### config.mk
export PLATFORM = sky130hd
export DESIGN_NAME = q2e_isq_cell
export DESIGN_NICKNAME = d
export VERILOG_FILES = /design/src/rtl/q2e_pkg.sv /design/src/rtl/q2e_isq_cell.sv
export SDC_FILE = /design/constraint.sdc
export NUM_CORES = 1
export LEC_CHECK = 0
export ABC_AREA = 1
export BUFFER_PORTS_ARGS = -buffer_cell sky130_fd_sc_hd__buf_2
export CORE_AREA = 3 3 285 287
export DETAILED_ROUTE_END_ITERATION = 8
export DIE_AREA = 0 0 288 290
export PLACE_DENSITY_LB_ADDON = 0.1
export SLEW_MARGIN = 40
export SYNTH_ARGS = -nofsm -noshare
export SYNTH_HDL_FRONTEND = slang
export SYNTH_SLANG_ARGS = --single-unit
### constraint.sdc
create_clock -name clk -period 17.7 [get_ports clk]
set_input_delay 1.77 -clock clk [delete_from_list [all_inputs] [get_ports clk]]
set_output_delay 1.77 -clock clk [all_outputs]
set_load 0.02 [all_outputs]
### src/rtl/q2e_pkg.sv
// ----------------------------------------------------------------------------
// q2e_pkg
// Types, constants and helper functions shared by the quaternion to Euler
// angle pipeline: vector and beat payload structs, status codes, the CORDIC
// arctangent table and the final rounding and clamping.
// ----------------------------------------------------------------------------
package q2e_pkg;

    // Datapath widths
    localparam int XW = 37;     // CORDIC x/y, holds |v| up to 2^33 with gain
    localparam int ZW = 25;     // angle accumulator, 1/32768 degree
    localparam int PW = 34;     // quadratic sums of the quaternion
    localparam int ISQ_STEPS = 32;
    localparam int ATAN_LEN = 24;

    // Angles in 1/32768 degree and output limits in 1/128 degree
    localparam logic signed [ZW-1:0] DEG90_FINE = 25'sd2949120;
    localparam logic [15:0] ROLL_LIMIT  = 16'd23040;
    localparam logic [15:0] PITCH_LIMIT = 16'd11520;

    // Status codes
    localparam logic [1:0] ST_OK   = 2'd0;
    localparam logic [1:0] ST_SAT  = 2'd1;
    localparam logic [1:0] ST_ZERO = 2'd2;

    // One vector in flight through the CORDIC
    typedef struct packed {
        logic signed [XW-1:0] x;
        logic signed [XW-1:0] y;
        logic signed [ZW-1:0] z;
        logic                 zero;   // atan2 of (0,0): angle forced to 0
    } vec_t;

    // Beat through the square root cells
    typedef struct packed {
        logic [62:0]          rem;
        logic [63:0]          root;
        logic signed [XW-1:0] h;
        vec_t                 roll;
        vec_t                 yaw;
        logic [1:0]           status;
    } isq_t;

    // Beat through the CORDIC cells
    typedef struct packed {
        vec_t       roll;
        vec_t       pitch;
        vec_t       yaw;
        logic [1:0] status;
    } cord_t;

    // atan(2^-i) in 1/32768 degree, rounded to nearest
    function automatic logic signed [ZW-1:0] atan_fine(input int i);
        logic signed [ZW-1:0] a;
        case (i)
            0:  a = 25'sd1474560;
            1:  a = 25'sd870484;
            2:  a = 25'sd459940;
            3:  a = 25'sd233473;
            4:  a = 25'sd117189;
            5:  a = 25'sd58652;
            6:  a = 25'sd29333;
            7:  a = 25'sd14667;
            8:  a = 25'sd7334;
            9:  a = 25'sd3667;
            10: a = 25'sd1833;
            11: a = 25'sd917;
            12: a = 25'sd458;
            13: a = 25'sd229;
            14: a = 25'sd115;
            15: a = 25'sd57;
            16: a = 25'sd29;
            17: a = 25'sd14;
            18: a = 25'sd7;
            19: a = 25'sd4;
            20: a = 25'sd2;
            21: a = 25'sd1;
            default: a = '0;
        endcase
        return a;
    endfunction

    // Turn a vector with negative x by 90 degrees toward the right half plane
    function automatic vec_t pre_rotate(input logic signed [PW-1:0] y,
                                        input logic signed [PW-1:0] x,
                                        input logic                 zq);
        vec_t v;
        v.zero = zq || (x == '0 && y == '0);
        if (x[PW-1]) begin
            if (!y[PW-1]) begin
                v.x = XW'(y);
                v.y = -XW'(x);
                v.z = DEG90_FINE;
            end
            else begin
                v.x = -XW'(y);
                v.y = XW'(x);
                v.z = -DEG90_FINE;
            end
        end
        else begin
            v.x = XW'(x);
            v.y = XW'(y);
            v.z = '0;
        end
        return v;
    endfunction

    // Accumulator to 1/128 degree, half away from zero, clamped to +-limit
    function automatic logic signed [15:0] round_clamp(input logic signed [ZW-1:0] z,
                                                       input logic                 zero,
                                                       input logic [15:0]          limit);
        logic [ZW-1:0] az;
        logic [ZW-1:0] mag;
        logic [15:0]   cl;
        az  = z[ZW-1] ? ZW'(-z) : ZW'(z);
        mag = (az + ZW'(128)) >> 8;
        cl  = (mag > ZW'(limit)) ? limit : mag[15:0];
        if (zero)
            return '0;
        return z[ZW-1] ? -$signed(cl) : $signed(cl);
    endfunction

endpackage

### src/rtl/q2e_isq_cell.sv
// ----------------------------------------------------------------------------
// q2e_isq_cell
// One cell of the square root chain: settles one result bit per cell with a
// trial subtract, and carries the rest of the beat along.
// ----------------------------------------------------------------------------
module q2e_isq_cell
    import q2e_pkg::*;
#(
    parameter int STEP = 0
)
(
    input  logic clk,
    input  logic rst_n,
    input  logic in_valid,
    output logic in_ready,
    input  isq_t in_data,
    output logic out_valid,
    input  logic out_ready,
    output isq_t out_data
);

    localparam logic [63:0] BIT = 64'(1) << (62 - 2 * STEP);

    logic        v_reg;
    isq_t        d_reg, d_next;
    logic [63:0] trial;

    assign in_ready  = !v_reg || out_ready;
    assign out_valid = v_reg;
    assign out_data  = d_reg;

    // Trial subtract for this bit
    always_comb
    begin
        d_next = in_data;
        trial  = in_data.root + BIT;
        if (64'(in_data.rem) >= trial) begin
            d_next.rem  = in_data.rem - trial[62:0];
            d_next.root = (in_data.root >> 1) + BIT;
        end
        else begin
            d_next.root = in_data.root >> 1;
        end
    end

    always_ff @(posedge clk or negedge rst_n)
    begin
        if (!rst_n)
            v_reg <= 1'b0;
        else if (in_ready)
            v_reg <= in_valid;
    end

    always_ff @(posedge clk)
    begin
        if (in_ready && in_valid)
            d_reg <= d_next;
    end

endmodule

**After elaboration in Yosys (flattened, before gate mapping)**

Index checks and enable logic that the tools add are counted.
W data, S select, Z words.

- Reduce and logical (&&, ||, !) cells: 3
- Multiplexer cells: 2
- Add/subtract/negate cells: 3
- Magnitude comparators: 1

Operator list:

| cell | number |
|---|---|
| $mux W63 | 2 |
| $add A63 B63 Y64 const B | 1 |
| $add A64 B63 Y64 const B | 1 |
| $ge A63 B64 Y1 | 1 |
| $sub A63 B63 Y63 | 1 |
| $logic_and A1 B1 Y1 | 1 |
| $logic_not A1 Y1 | 1 |
| $logic_or A1 B1 Y1 | 1 |

- Word-level logic and storage cells: 23
- Bits of input ports: 370
- Register bits: 367

**Depth between registers and ports, before layout**

- Depth in word-level cells: 3
- Mapped depth: 18
- Depth with buffers taken out: 17

**Worst setup path after synthesis**

Ideal clock, no wire load.

- Path kind: input to register
- Start: in in_valid
- End: reg d_reg, in the netlist out_data[0], enable pin
- Setup slack: -2.859 ns
- Arrival time: 19.341 ns
- Stages on the path: 2
- Cell sequence: inv_1 -> a21oi_1

- Word-level cells in the longest chain between the ends: 1

Ends and longest elaborated chain:

| item | RTL line | RTL |
|---|---|---|
| start, declared | q2e_isq_cell.sv:14 | `input logic in_valid,` |
| $logic_and A1 B1 Y1 | q2e_isq_cell.sv:56 | `if (in_ready && in_valid)` |
| end signal, assigned | q2e_isq_cell.sv:57 | `d_reg <= d_next;` |
| end, declared | q2e_isq_cell.sv:25 | `isq_t d_reg, d_next;` |

Every way passes these cells.
A chain may end at the register's enable or synchronous reset.

==> metrics.csv <==
metric,value,unit
grt_pass1_vias,16300,
ys_ff_latch,367,
clock_latency,0.59,ns
path_max_fanout,63,
die_h,290,um
ioPinCount,738,
ys_warn_count,0,
max_freq,239,MHz
grt_max_degree,85,
power_frac_clock,0.390,
sequentialPowerShare,0.425,
first_iter_violations,889,
synth_nets,2365,
placementRows,103,
cts_num_sinks,367,
root_buffer,clkbuf_16,
drc_errors,0,
ir_worst_vdd,0.0636,mV
setup_tns,0,ns
firstDrtPassIters,5,
ys_seq_area_frac,0.609,
clkTransAtPathRegs,0.06,ns
cts_max_level,2,
viasPerCell,4.10,
switchingPower,721,uW
syn_avg_cell_area,9.37,um2
endpoint_kind,register,
drive_gt1_frac,0.311,
sw_frac_of_total,0.295,
slew_headroom,0.447,
gp_congestion,0.934,
arrival,4.62,ns
maxSlewViolCount,0,
maxCapViolCount,0,
finalHoldViolCount,0,
wl_per_cell,22.7,um
cp.required,18.14,ns
synth_area,18100,um2
holdBufCountCts,0,
grt_overflow,0,
clock_path_buffers,3,
worst_pin_slew,0.829,ns
power,2.44,mW
wl,86100,um
cts_resized,0,
skew,0.0228,ns
pwr-share-comb,0.185,
finalCritPeriodShare,0.236,
post-dp-hpwl,73100,um
antenna_found_initial,28,
fp.dieW,288,um
ant_nets,0,
portBuffers,737,
status,"finished, final reports clean",
grt_pass1_wl,120000,um
min_path_type,reg2reg,
vias,15600,
cts_buffers,46,
cts_setup_buffers,0,
crit_type,in2reg,
core_area,78900,um2
die_area,83500,um2
grt_use_total,0.200,
fin_crit,4.18,ns
leakage,12.4,nW
cts_tree,done,
hold_slack,0.582,ns
initial_utilization,0.230,
syn_inst,1931,
finalSetupViolCount,0,
areaGrowthSynthToFinish,36.0,%
internal_power,1.72,mW
synth_cell_type_count,33,
rsz0062_at_grt,no,
p_per_area,99.2,nW/um2
fin_nets,3144,
start_kind,input pin,
## metrics by stage
| step | setup WS (ns) | cells | utilization | cell area (um2) |
|---|---|---|---|---|
| finish | 13.52 | 3801 | 0.312 | 24600 |
| detailed placement | 12.85 | 3712 | 0.293 | 23100 |
| global placement | 12.80 | 3711 | 0.292 | 23100 |
| global route | 13.31 | 3797 | 0.312 | 24600 |
| floorplan | 4.72 | 1931 | - | 18100 |
| CTS | 13.48 | 3796 | 0.312 | 24600 |
## Yosys cell counts, drive strengths merged
| library cell | count | share of area |
|---|---|---|
| nand4 | 18 | 0.0062 |
| and2 | 6 | 0.0021 |
| o21a | 1 | 0.00041 |
| nor4 | 2 | 0.00069 |
| xor2 | 31 | 0.015 |
| inv | 405 | 0.084 |
| nor2 | 116 | 0.026 |
| clkinv | 2 | 0.00041 |
| o21bai | 3 | 0.0012 |
| nor3 | 10 | 0.0028 |
| and3 | 1 | 0.00035 |
| buf | 13 | 0.0065 |
| a21o | 1 | 0.00041 |
| o21ai | 4 | 0.0011 |
| fa | 1 | 0.0011 |
| ha | 63 | 0.044 |
| or2 | 1 | 0.00035 |
| dfrtp | 1 | 0.0014 |
| nand2 | 755 | 0.16 |
| a21oi | 38 | 0.011 |
| edfxtp | 366 | 0.61 |
| nand3 | 93 | 0.031 |
## power by group through the flow
| stage | Combinational [mW] | Clock [mW] | Sequential (mW) |
|---|---|---|---|
| after global placement | 0.462 | 0 | 1.06 |
| after detailed placement | 0.462 | 0 | 1.06 |
| after global routing | 0.499 | 1.03 | 1.04 |
| after CTS | 0.464 | 0.995 | 1.04 |
| after floorplan | 0.192 | 0 | 1.14 |
| final | 0.452 | 0.952 | 1.04 |
## worst paths after layout
check / startpoint / endpoint / slack, ns / cells past startpoint
max: in_data[293] / out_data[345] / 13.52 / 15
min: out_valid / out_valid / 0.58 / 2
max reg2reg: out_valid / out_data[151] / 14.93 / 3
min reg2reg: out_valid / out_valid / 0.58 / 2
max in group asynchronous: rst_n / out_valid / 16.66 / 1
min in group asynchronous: rst_n / out_valid / 0.96 / 1
## placed cells by master (no fill, tap or decap), drive strengths merged
master,synthesis,routed
o21a,1,1
edfxtp,366,366
buf,13,744
o21ai,4,4
clkbuf,0,55
nand4,18,18
dfrtp,1,1
nor3,10,10
nand3,93,93
and2,6,6
nor4,2,2
diode,0,5
inv,405,407
nor2,116,116
nand2,755,755
a21oi,38,38
ha,63,63
a21o,1,1
bufinv,0,5
xor2,31,31
or2,1,1
fa,1,1
o21bai,3,3
clkinv,2,21
clkinvlp,0,3
and3,1,1
## worst max-delay path, stage by stage
cell and delay (ns):
buf_2 0.09, inv_1 0.06, ha_1 0.36, nand2_1 0.13, inv_1 0.06, a21oi_1 0.25
o21ai_1 0.15, nand2_1 0.09, nand3_1 0.09, nor2_1 0.27, nand2_4 0.23, inv_2 0.09
buf_4 0.60, nand2_1 0.18, nand2_1 0.13
## cell families after synthesis
group,Yosys count,share of synthesized area
simple gates,1002,0.227
flops,367,0.609
compound gates,47,0.0139
fa+ha+maj,64,0.0447
xor+xnor,31,0.0150
buf+inv,420,0.0909
## cell type report
class	count	area (um2)
multi-input cells	1144	5450
diodes	5	12.5
inverters	407	1530
repair buffers	744	3780
fillers	8564	54300
clock buffers	55	1200
clock inverters	29	305
flip-flops and latches	367	11000
well taps	1050	1310
## sequential cells by signal, indices dropped and copies added, names as in the netlist
signal	cells
out_valid	1
out_data	366
## routing by layer
metal / vias to the layer above / global-route usage / part of all wire
li1: 7640 / - / -
met2: 485 / 0.377 / 0.53
met5: - / 0 / 0.0013
met1: 7318 / 0.221 / 0.38
met4: 16 / 0.0602 / 0.032
met3: 128 / 0.0445 / 0.061
(Power assumes the default switching activity.)
